### config.mk
export PLATFORM = sky130hd
export DESIGN_NAME = token_bucket_round_robin_scheduler_flat
export DESIGN_NICKNAME = d
export VERILOG_FILES = /design/src/sv/tbrr_pkg.sv /design/src/sv/tbrr_if.sv /design/src/sv/token_bucket_round_robin_scheduler.sv /design/src/sv/tbrr_front.sv /design/src/sv/tbrr_div.sv /design/src/sv/tbrr_back.sv /design/src/flat_wrapper.sv
export SDC_FILE = /design/constraint.sdc
export NUM_CORES = 1
export LEC_CHECK = 0
export BUFFER_PORTS_ARGS = -buffer_cell sky130_fd_sc_hd__buf_2
export CAP_MARGIN = 10
export CORE_MARGIN = 3
export CORE_UTILIZATION = 45
export CTS_BUF_LIST = sky130_fd_sc_hd__clkbuf_16
export CTS_CLUSTER_SIZE = 16
export DETAILED_ROUTE_END_ITERATION = 12
export PLACE_DENSITY_LB_ADDON = 0.3
export SYNTH_ARGS = -nofsm -noshare
export SYNTH_HDL_FRONTEND = slang
export SYNTH_HIERARCHICAL = 1
export SYNTH_SLANG_ARGS = --single-unit
### constraint.sdc
create_clock -name clk -period 13.1 [get_ports clk]
set_clock_uncertainty 0.1 [all_clocks]
set_input_delay 1.31 -clock clk [delete_from_list [all_inputs] [get_ports clk]]
set_output_delay 1.31 -clock clk [all_outputs]
set_load 0.01 [all_outputs]
### src/sv/tbrr_pkg.sv
// Package for the token bucket round-robin scheduler.
// Types, codes and constants shared by the top, front and back modules; no dependencies.
package tbrr_pkg;
  localparam int MAX_AGENTS_DEF = 8;
  localparam int BUCKET_SECONDS_DEF = 10;
  localparam int TICKS_PER_SECOND_DEF = 10;
  localparam int QUEUE_DEPTH = 2;

  localparam logic [2:0] REQ_LAUNCH = 3'd0;
  localparam logic [2:0] REQ_TICK = 3'd1;
  localparam logic [2:0] REQ_REGISTER = 3'd2;
  localparam logic [2:0] REQ_UNREGISTER = 3'd3;
  localparam logic [2:0] REQ_ROTATE = 3'd4;
  localparam logic [2:0] REQ_QUERY = 3'd5;
  localparam logic [2:0] REQ_NONE = 3'd7;

  localparam logic [2:0] ST_OK = 3'd0;
  localparam logic [2:0] ST_FULL = 3'd1;
  localparam logic [2:0] ST_NOT_FOUND = 3'd2;
  localparam logic [2:0] ST_BLOCKED = 3'd3;
  localparam logic [2:0] ST_REFUSED = 3'd4;

  localparam logic CFG_TIMESLICE = 1'b0;
  localparam logic CFG_DEFAULT_RATE = 1'b1;

  typedef struct packed {
    logic [2:0]  req_type;
    logic [15:0] agent_key;
    logic [15:0] priority_req;
    logic [15:0] rate;
  } req_t;

  typedef struct packed {
    logic [2:0]  status;
    logic        launch_ok;
    logic [19:0] tokens_left;
    logic [9:0]  wait_ms;
    logic [6:0]  share_pct;
    logic        holder_valid;
    logic [2:0]  holder_index;
    logic [31:0] launched_count;
    logic [31:0] blocked_count;
    logic [31:0] rotation_count;
    logic [3:0]  agents_in_use;
  } rsp_t;

  function automatic logic [31:0] sat_inc32(input logic [31:0] v);
    sat_inc32 = (v == 32'hFFFF_FFFF) ? v : v + 32'd1;
  endfunction
endpackage

### src/sv/tbrr_if.sv
// Valid/ready channel interface carrying one payload.
// Payload type is a parameter; used with tbrr_pkg structs.
interface tbrr_if #(parameter type payload_t = logic) (input logic clk);
  logic     valid;
  logic     ready;
  payload_t data;
  modport source (output valid, output data, input ready);
  modport sink (input valid, input data, output ready);
endinterface

### src/sv/token_bucket_round_robin_scheduler.sv
// Top level of the token bucket round-robin scheduler.
// Depends on tbrr_pkg, tbrr_if, tbrr_front and tbrr_back.
// One request is carried out at a time: a key search over the table (one slot
// a cycle), the operation (a tick or an unregister sweeps the table one slot a
// cycle), a second search that sums priorities, then two serial divisions for
// wait time and share. The next request starts once the response is taken.
// A two-entry queue takes new requests while one is at work.
module token_bucket_round_robin_scheduler #(
  parameter int MAX_AGENTS = tbrr_pkg::MAX_AGENTS_DEF,
  parameter int BUCKET_SECONDS = tbrr_pkg::BUCKET_SECONDS_DEF,
  parameter int TICKS_PER_SECOND = tbrr_pkg::TICKS_PER_SECOND_DEF
) (
  input  logic        clk,
  input  logic        rst,
  input  logic        cfg_we,
  input  logic [0:0]  cfg_index,
  input  logic [15:0] cfg_data,
  tbrr_if.sink        req_ch,
  tbrr_if.source      rsp_ch
);
  import tbrr_pkg::*;
  logic q_valid, q_ready;
  req_t q_data;

  tbrr_front u_front (
    .clk(clk), .rst(rst), .in_valid(req_ch.valid), .in_ready(req_ch.ready),
    .in_data(req_ch.data), .q_valid(q_valid), .q_ready(q_ready), .q_data(q_data)
  );

  tbrr_back #(
    .MAX_AGENTS(MAX_AGENTS), .BUCKET_SECONDS(BUCKET_SECONDS),
    .TICKS_PER_SECOND(TICKS_PER_SECOND)
  ) u_back (
    .clk(clk), .rst(rst), .cfg_we(cfg_we), .cfg_index(cfg_index[0]),
    .cfg_data(cfg_data), .q_valid(q_valid), .q_ready(q_ready), .q_data(q_data),
    .out_valid(rsp_ch.valid), .out_ready(rsp_ch.ready), .out_data(rsp_ch.data)
  );
endmodule

### src/sv/tbrr_front.sv
// Front end: accepts requests and queues them for the engine.
// Depends on tbrr_pkg.
module tbrr_front (
  input  logic           clk,
  input  logic           rst,
  input  logic           in_valid,
  output logic           in_ready,
  input  tbrr_pkg::req_t in_data,
  output logic           q_valid,
  input  logic           q_ready,
  output tbrr_pkg::req_t q_data
);
  import tbrr_pkg::*;
  localparam int AW = $clog2(QUEUE_DEPTH);
  req_t mem [QUEUE_DEPTH];
  logic [AW-1:0] wr_ptr, rd_ptr;
  logic [AW:0] count;
  logic push, pop;
  req_t clean;

  // map request codes above query to none: they only yield status ok
  always_comb begin
    clean = in_data;
    if (in_data.req_type > REQ_QUERY) clean.req_type = REQ_NONE;
  end
  assign in_ready = (count != (AW+1)'(QUEUE_DEPTH));
  assign push = in_valid && in_ready;
  assign q_valid = (count != '0);
  assign pop = q_valid && q_ready;
  assign q_data = mem[rd_ptr];

  always_ff @(posedge clk) begin
    if (push) mem[wr_ptr] <= clean;
    if (rst) begin
      wr_ptr <= '0; rd_ptr <= '0; count <= '0;
    end else begin
      if (push) wr_ptr <= (wr_ptr == AW'(QUEUE_DEPTH-1)) ? '0 : wr_ptr + 1'b1;
      if (pop) rd_ptr <= (rd_ptr == AW'(QUEUE_DEPTH-1)) ? '0 : rd_ptr + 1'b1;
      count <= count + (AW+1)'(push) - (AW+1)'(pop);
    end
  end
endmodule

### src/sv/tbrr_div.sv
// Restoring divider, one quotient bit per cycle.
// No dependencies.
module tbrr_div #(parameter int W = 24) (
  input  logic         clk,
  input  logic         rst,
  input  logic         start,
  input  logic [W-1:0] num,
  input  logic [W-1:0] den,
  output logic         done,
  output logic [W-1:0] quo
);
  logic [W-1:0] rem, q;
  logic [W-1:0] dv;
  logic [$clog2(W+1)-1:0] cnt;
  logic busy;
  logic [W:0] trial;
  assign trial = {rem, q[W-1]} - {1'b0, dv};
  assign quo = q;
  always_ff @(posedge clk) begin
    if (rst) begin
      busy <= 1'b0; done <= 1'b0;
    end else begin
      done <= 1'b0;
      if (start) begin
        busy <= 1'b1; q <= num; dv <= den; rem <= '0;
        cnt <= ($clog2(W+1))'(W);
      end else if (busy) begin
        if (!trial[W]) begin
          rem <= trial[W-1:0]; q <= {q[W-2:0], 1'b1};
        end else begin
          rem <= {rem[W-2:0], q[W-1]}; q <= {q[W-2:0], 1'b0};
        end
        cnt <= cnt - 1'b1;
        if (cnt == 1) begin
          busy <= 1'b0; done <= 1'b1;
        end
      end
    end
  end
endmodule

### src/sv/tbrr_back.sv
// Back end: agent table, token buckets, holder rotation and result build.
// Depends on tbrr_pkg and tbrr_div.
module tbrr_back #(
  parameter int MAX_AGENTS = tbrr_pkg::MAX_AGENTS_DEF,
  parameter int BUCKET_SECONDS = tbrr_pkg::BUCKET_SECONDS_DEF,
  parameter int TICKS_PER_SECOND = tbrr_pkg::TICKS_PER_SECOND_DEF
) (
  input  logic           clk,
  input  logic           rst,
  input  logic           cfg_we,
  input  logic           cfg_index,
  input  logic [15:0]    cfg_data,
  input  logic           q_valid,
  output logic           q_ready,
  input  tbrr_pkg::req_t q_data,
  output logic           out_valid,
  input  logic           out_ready,
  output tbrr_pkg::rsp_t out_data
);
  import tbrr_pkg::*;
  localparam int SW = (MAX_AGENTS > 1) ? $clog2(MAX_AGENTS) : 1;
  localparam int CW = $clog2(MAX_AGENTS + 1);
  localparam int PW = 16 + $clog2(MAX_AGENTS + 1);

  typedef enum logic [6:0] {
    S_IDLE   = 7'b0000001,
    S_SEARCH = 7'b0000010,
    S_EXEC   = 7'b0000100,
    S_SWEEP  = 7'b0001000,
    S_FIND   = 7'b0010000,
    S_DIV    = 7'b0100000,
    S_OUT    = 7'b1000000
  } state_t;

  logic [15:0] slot_key [MAX_AGENTS];
  logic [15:0] slot_priority [MAX_AGENTS];
  logic [15:0] slot_rate [MAX_AGENTS];
  logic [19:0] slot_bucket_limit [MAX_AGENTS];
  logic [19:0] slot_tokens [MAX_AGENTS];
  logic [3:0]  slot_refill_ticks [MAX_AGENTS];
  logic [31:0] slot_launched [MAX_AGENTS];
  logic [31:0] slot_blocked [MAX_AGENTS];

  logic [CW-1:0] agent_total;
  logic [SW-1:0] holder_slot;
  logic holder_present;
  logic [15:0] slice_elapsed, timeslice_ticks, default_rate;
  logic [31:0] rotations;

  state_t state;
  req_t req;
  logic [CW-1:0] idx;
  logic found;
  logic [SW-1:0] fslot;
  logic [2:0] status;
  logic [PW-1:0] psum;
  logic div_phase;
  logic [23:0] div_num, div_den, div_q;
  logic div_start, div_done, div_go;
  logic [9:0] wait_r;
  logic [SW-1:0] ix;
  logic [15:0] eff;
  logic [19:0] lim;
  logic [20:0] refill;

  assign ix = idx[SW-1:0];
  assign eff = (req.rate != 16'd0) ? req.rate : default_rate;
  assign lim = 20'(eff * BUCKET_SECONDS);
  assign refill = {1'b0, slot_tokens[ix]} + 21'(slot_rate[ix]);
  assign q_ready = (state == S_IDLE) && !out_valid;

  // start the wait division when the final scan ends, the share division after it
  assign div_go = ((state == S_FIND) && (idx >= agent_total)) ||
                  ((state == S_DIV) && div_done && !div_phase);

  tbrr_div #(.W(24)) u_div (
    .clk(clk), .rst(rst), .start(div_start), .num(div_num), .den(div_den),
    .done(div_done), .quo(div_q)
  );

  always_ff @(posedge clk) begin
    if (rst) div_start <= 1'b0;
    else div_start <= div_go;
  end

  always_ff @(posedge clk) begin
    if (rst) begin
      state <= S_IDLE; out_valid <= 1'b0;
      agent_total <= '0; holder_slot <= '0; holder_present <= 1'b0;
      slice_elapsed <= '0; rotations <= '0;
      timeslice_ticks <= 16'd10; default_rate <= 16'd100;
    end else begin
      if (cfg_we) begin
        if (cfg_index == CFG_TIMESLICE) timeslice_ticks <= cfg_data;
        else default_rate <= cfg_data;
      end
      if (out_valid && out_ready) out_valid <= 1'b0;
      case (state)
        S_IDLE: begin
          if (q_valid && !out_valid) begin
            req <= q_data; idx <= '0; found <= 1'b0; fslot <= '0;
            status <= ST_OK; state <= S_SEARCH;
          end
        end
        S_SEARCH: begin
          // scan one slot a cycle for the key
          if (idx < agent_total && !found) begin
            if (slot_key[ix] == req.agent_key) begin
              found <= 1'b1; fslot <= ix;
            end
            idx <= idx + 1'b1;
          end else begin
            state <= S_EXEC;
          end
        end
        S_EXEC: begin
          state <= (req.req_type == REQ_TICK ||
                    (req.req_type == REQ_UNREGISTER && found)) ? S_SWEEP : S_FIND;
          idx <= (req.req_type == REQ_UNREGISTER && found) ? CW'(fslot) : '0;
          found <= 1'b0;
          case (req.req_type)
            REQ_LAUNCH: begin
              if (!found) status <= ST_NOT_FOUND;
              else if (slot_tokens[fslot] == '0) begin
                slot_blocked[fslot] <= sat_inc32(slot_blocked[fslot]);
                status <= ST_BLOCKED;
              end else begin
                slot_tokens[fslot] <= slot_tokens[fslot] - 1'b1;
                slot_launched[fslot] <= sat_inc32(slot_launched[fslot]);
              end
            end
            REQ_TICK: ;
            REQ_REGISTER: begin
              if (found) begin
                slot_priority[fslot] <= req.priority_req;
                slot_rate[fslot] <= eff; slot_bucket_limit[fslot] <= lim;
              end else if (agent_total >= CW'(MAX_AGENTS)) begin
                status <= ST_FULL;
              end else begin
                slot_key[agent_total[SW-1:0]] <= req.agent_key;
                slot_priority[agent_total[SW-1:0]] <= req.priority_req;
                slot_rate[agent_total[SW-1:0]] <= eff;
                slot_bucket_limit[agent_total[SW-1:0]] <= lim;
                slot_tokens[agent_total[SW-1:0]] <= lim;
                slot_refill_ticks[agent_total[SW-1:0]] <= '0;
                slot_launched[agent_total[SW-1:0]] <= '0;
                slot_blocked[agent_total[SW-1:0]] <= '0;
                agent_total <= agent_total + 1'b1;
                if (!holder_present) begin
                  holder_present <= 1'b1; holder_slot <= '0;
                end
              end
            end
            REQ_UNREGISTER: if (!found) status <= ST_NOT_FOUND;
            REQ_ROTATE: begin
              if (agent_total <= CW'(1)) status <= ST_REFUSED;
              else begin
                holder_slot <= (CW'(holder_slot) + 1'b1 >= agent_total) ? '0
                               : holder_slot + 1'b1;
                rotations <= sat_inc32(rotations);
                slice_elapsed <= '0;
              end
            end
            REQ_QUERY: if (!found) status <= ST_NOT_FOUND;
            default: ;
          endcase
        end
        S_SWEEP: begin
          if (req.req_type == REQ_TICK) begin
            // refill one slot a cycle, then advance the timeslice
            if (idx < agent_total) begin
              if (slot_refill_ticks[ix] + 1'b1 >= 4'(TICKS_PER_SECOND)) begin
                slot_refill_ticks[ix] <= '0;
                slot_tokens[ix] <= (refill > {1'b0, slot_bucket_limit[ix]}) ?
                                   slot_bucket_limit[ix] : refill[19:0];
              end else begin
                slot_refill_ticks[ix] <= slot_refill_ticks[ix] + 1'b1;
              end
              idx <= idx + 1'b1;
            end else begin
              if ((slice_elapsed + (slice_elapsed != 16'hFFFF) >= timeslice_ticks)
                  && agent_total != '0) begin
                slice_elapsed <= '0;
                holder_slot <= !holder_present ? '0 :
                  ((CW'(holder_slot) + 1'b1 >= agent_total) ? '0 : holder_slot + 1'b1);
                holder_present <= 1'b1;
                rotations <= sat_inc32(rotations);
              end else if (slice_elapsed != 16'hFFFF) begin
                slice_elapsed <= slice_elapsed + 1'b1;
              end
              idx <= '0; found <= 1'b0; state <= S_FIND;
            end
          end else begin
            // compact the table down over the removed slot
            if (idx + 1'b1 < agent_total) begin
              slot_key[ix] <= slot_key[ix+1'b1];
              slot_priority[ix] <= slot_priority[ix+1'b1];
              slot_rate[ix] <= slot_rate[ix+1'b1];
              slot_bucket_limit[ix] <= slot_bucket_limit[ix+1'b1];
              slot_tokens[ix] <= slot_tokens[ix+1'b1];
              slot_refill_ticks[ix] <= slot_refill_ticks[ix+1'b1];
              slot_launched[ix] <= slot_launched[ix+1'b1];
              slot_blocked[ix] <= slot_blocked[ix+1'b1];
              idx <= idx + 1'b1;
            end else begin
              agent_total <= agent_total - 1'b1;
              if (agent_total == CW'(1)) begin
                holder_present <= 1'b0; holder_slot <= '0;
              end else if (CW'(holder_slot) >= agent_total - 1'b1) begin
                holder_slot <= SW'(agent_total - 2'd2);
              end
              idx <= '0; found <= 1'b0; state <= S_FIND;
            end
          end
        end
        S_FIND: begin
          // re-search the key after the change and sum priorities
          if (idx < agent_total) begin
            if (slot_key[ix] == req.agent_key && !found) begin
              found <= 1'b1; fslot <= ix;
            end
            psum <= ((idx == '0) ? '0 : psum) + PW'(slot_priority[ix]);
            idx <= idx + 1'b1;
          end else begin
            if (agent_total == '0) psum <= '0;
            div_phase <= 1'b0;
            div_num <= 24'(slot_rate[fslot] == '0 ? 16'd1 : 16'd1000);
            div_den <= (slot_rate[fslot] == '0) ? 24'd1 : 24'(slot_rate[fslot]);
            state <= S_DIV;
          end
        end
        S_DIV: begin
          if (div_done) begin
            if (!div_phase) begin
              wait_r <= (slot_rate[fslot] == '0) ? 10'd1000 : div_q[9:0];
              div_phase <= 1'b1;
              div_num <= 24'(slot_priority[fslot]) * 24'd100;
              div_den <= (psum == '0) ? 24'd1 : 24'(psum);
            end else begin
              state <= S_OUT;
            end
          end
        end
        S_OUT: begin
          out_valid <= 1'b1;
          out_data.status <= status;
          out_data.holder_valid <= holder_present;
          out_data.holder_index <= 3'(holder_slot);
          out_data.rotation_count <= rotations;
          out_data.agents_in_use <= 4'(agent_total);
          out_data.launch_ok <= found && slot_tokens[fslot] != '0;
          out_data.tokens_left <= found ? slot_tokens[fslot] : '0;
          out_data.wait_ms <= (found && slot_tokens[fslot] == '0) ? wait_r : '0;
          out_data.share_pct <= (found && psum != '0) ? div_q[6:0] : '0;
          out_data.launched_count <= found ? slot_launched[fslot] : '0;
          out_data.blocked_count <= found ? slot_blocked[fslot] : '0;
          state <= S_IDLE;
        end
        default: state <= S_IDLE;
      endcase
    end
  end
endmodule
### src/flat_wrapper.sv
// flat-port wrapper written by rule: the top's interface ports become plain ports
module token_bucket_round_robin_scheduler_flat import tbrr_pkg::*;
#(
  parameter int MAX_AGENTS = tbrr_pkg::MAX_AGENTS_DEF,
  parameter int BUCKET_SECONDS = tbrr_pkg::BUCKET_SECONDS_DEF,
  parameter int TICKS_PER_SECOND = tbrr_pkg::TICKS_PER_SECOND_DEF
)
  (clk, rst, cfg_we, cfg_index, cfg_data, req_ch_valid, req_ch_data, req_ch_ready, rsp_ch_valid, rsp_ch_data, rsp_ch_ready);
  tbrr_if req_ch_i (.clk(clk));
  tbrr_if rsp_ch_i (.clk(clk));
  input  logic clk;
  input  logic rst;
  input  logic cfg_we;
  input  logic [0:0] cfg_index;
  input  logic [15:0] cfg_data;
  input wire logic [$bits(req_ch_i.valid)-1:0] req_ch_valid;
  input wire logic [$bits(req_ch_i.data)-1:0] req_ch_data;
  output wire logic [$bits(req_ch_i.ready)-1:0] req_ch_ready;
  output wire logic [$bits(rsp_ch_i.valid)-1:0] rsp_ch_valid;
  output wire logic [$bits(rsp_ch_i.data)-1:0] rsp_ch_data;
  input wire logic [$bits(rsp_ch_i.ready)-1:0] rsp_ch_ready;
  assign req_ch_i.valid = req_ch_valid;
  assign req_ch_i.data = req_ch_data;
  assign req_ch_ready = req_ch_i.ready;
  assign rsp_ch_valid = rsp_ch_i.valid;
  assign rsp_ch_data = rsp_ch_i.data;
  assign rsp_ch_i.ready = rsp_ch_ready;
  token_bucket_round_robin_scheduler #(.MAX_AGENTS(MAX_AGENTS), .BUCKET_SECONDS(BUCKET_SECONDS), .TICKS_PER_SECOND(TICKS_PER_SECOND)) u_core (.clk(clk), .rst(rst), .cfg_we(cfg_we), .cfg_index(cfg_index), .cfg_data(cfg_data), .req_ch(req_ch_i), .rsp_ch(rsp_ch_i));
endmodule
==> reports/results.txt <==
r2r worst-path depth -> 13
via/cell ratio -> 5.58
Pint -> 1.55 mW
dpl ws -> 7.96 ns
Power Dens Cells -> 187 nW/um^2
multi-input combinational cell area -> 3780 um^2
# diodes -> 0
VDD IR max -> 0.000105 V
clk root buf -> clkbuf_16
routed via count -> 5817
RD Place Congestion -> 0.825
placed cell areas -> 10800 um^2
switching share of power -> 0.290
Worst EP required -> 13.19 ns
initial antenna violation count -> 0
buffer count from post-CTS setup fixing -> 0
critical path launch point type -> flop
met1 Usage GRT -> 0.233
Slew Limit Fails -> 0
Port Buf Inserts -> 6
Tot Pwr -> 2.18 mW
Worst path depth -> 13
wire per inst -> 20.5 um
Post-CTS Resized -> 0
chip width -> 159 um
Die Height -> 159 um
count of non-filler cells in the finished layout -> 1042
# setup viols final -> 0
DRC Markers -> 0
CORE AREA -> 22800 um^2
Max clock buf depth -> 3
drt first pass iters -> 5
Top Usage Layer GRT -> met2
post-route design area -> 11600 um^2
Inserted Clock Buffers -> 24
Min-Delay Path Depth -> 1
Logic pwr share -> 0.283
dpl hpwl -> 13.0 mm
DRT antenna net count -> 0
fin crit period -> 5.05 ns
Max-Cap Viols -> 0
final worst slack -> 8.05 ns
power share of the sequential group -> 0.412
Clk Latency, worst-skew pair -> 0.52 ns
Worst Tran Pin Value -> 0.914 ns
GRT met3 Usage -> 0.0245
WS Path Type -> reg -> reg
TNS Setup -> 0 ns
gr usage total -> 0.170
Post-Route WL -> 21.4 mm
final hold vios -> 0
IO Pins -> 26
max incr delay on CP -> 0.88 ns
most used cell, CP -> buf_4
f_max -> 0.198 GHz
FP Rows -> 55
unrepaired setup endpoints after global routing -> no
DIE AREA -> 25200 um^2
Yosys Warn Count -> 6
CP Cell Sequence -> buf_4, clkinv_1, ha_2, buf_4, ha_1, nor2b_1, o21a_1, o21a_1, or4b_1, nor2_1, a21oi_1, nor2_1, buf_4
CTS tree -> done
crit share post-route -> 0.386
hold crit path type -> reg -> reg
CP endpoint kind -> flop
number of fill cells -> 1889
cts hold-fix bufs -> 0
critical path's slowest cell -> or4b_1
global routing usage on met2 -> 0.286
Finished Core Util -> 0.510
Post-Synthesis Cells -> 715
worst rel slew slack -> 0.391
Seq. cell area -> 6470 um^2
Initial Utilization -> 0.462
Buf+Inv Stages, Crit Path -> 4
first-pass GRT wire length -> 34.0 mm
Lkg Pwr -> 4.00 nW
Remaining Overflow, GRT -> 0
Arrival @ worst endpoint -> 5.15 ns
status -> completed
Avg Inst Size Synth -> 14.7 um^2
CP Max Fanout -> 39
Clock Power Share -> 0.304
synthesized area -> 10500 um^2
family with the most delay on the worst path -> buffers and inverters
CTS sink cnt -> 223
Hold Slack -> 0.392 ns
Total Nets Final -> 752
layout cells sized above 1 -> 0.203
largest net degree at the start of global routing -> 40
H-tree lvl count -> 1
clock transition at the registers of the reported paths -> 0.06 ns
Psw -> 632 uW
Detailed Route Iter0 Violations -> 363
Area Overhead vs Synth -> 10.5%
vias in the first global route -> 6144
Placed Instances -> 998
sequential cells by signal, indices dropped and copies added, names as in the netlist, named ones only:
register / flops
u_core/u_back/agent_total: 4
u_core/u_back/div_phase: 1
u_core/u_back/div_start: 1
u_core/u_back/found: 1
u_core/u_back/fslot: 3
u_core/u_back/idx: 4
u_core/u_back/out_data: 1
u_core/u_back/out_valid: 1
u_core/u_back/req: 19
u_core/u_back/slot_key: 128
u_core/u_back/state: 7
u_core/u_back/u_div/busy: 1
u_core/u_back/u_div/cnt: 5
u_core/u_back/u_div/done: 1
u_core/u_front/count: 2
u_core/u_front/mem: 38
u_core/u_front/rd_ptr: 1
u_core/u_front/wr_ptr: 1
worst paths after layout:
path                                                     end  slack (ns)                      from
worst max-delay path            u_core/u_back/slot_key[5][5]        8.05      u_core/u_back/idx[0]
worst min-delay path                u_core/u_back/u_div/done        0.39  u_core/u_back/u_div/busy
worst max register to register  u_core/u_back/slot_key[5][5]        8.05      u_core/u_back/idx[0]
worst min register to register      u_core/u_back/u_div/done        0.39  u_core/u_back/u_div/busy
power by group through the flow:
stage / combinational (mW) / sequential (mW) / clock, mW
after floorplan: 0.535 / 0.887 / 0
after global placement: 0.606 / 0.912 / 0
after detailed placement: 0.623 / 0.914 / 0
after CTS: 0.626 / 0.900 / 0.679
after global routing: 0.678 / 0.906 / 0.707
final: 0.617 / 0.898 / 0.663
cell type report:
class	count	share of cell area
Tap cell	313	0.0337
Clock inverter	20	0.0156
Multi-Input combinational cell	423	0.325
Timing Repair Buffer	19	0.0110
Inverter	20	0.00646
Clock buffer	24	0.0517
Sequential cell	223	0.556
worst register-to-register path, stage by stage (launching register included):
cell,delay [ns]
edfxtp_1,0.32
buf_4,0.51
clkinv_1,0.31
ha_2,0.38
buf_4,0.57
ha_1,0.36
nor2b_1,0.13
o21a_1,0.17
o21a_1,0.20
or4b_1,0.88
nor2_1,0.23
a21oi_1,0.08
nor2_1,0.17
buf_4,0.32
layer usage:
layer / up-vias / wire length, um
li1: 2654 / -
met3: 30 / 933
met1: 2991 / 9310
met5: - / 0
met4: 0 / 466
met2: 142 / 10700
cell usage in the layout (no fill, tap or decap), types with 4 or more instances in the layout:
master and instances:
nand2_1 31, nor2b_1 5, mux2_2 22, xnor2_1 13
or2_2 4, clkbuf_16 24, mux4_2 64, edfxtp_1 200
nand3_1 10, mux2i_1 33, buf_2 6, nand3b_1 4
a21oi_1 21, inv_1 21, nand4_1 4, conb_1 37
clkinv_1 8, ha_1 17, xor2_1 9, o21a_1 4
nor2_1 51, nor3_1 15, buf_4 13, o21ai_0 30
nor3b_1 4, dfxtp_1 22, and2_1 4
Power figures use the tool's default switching activity.
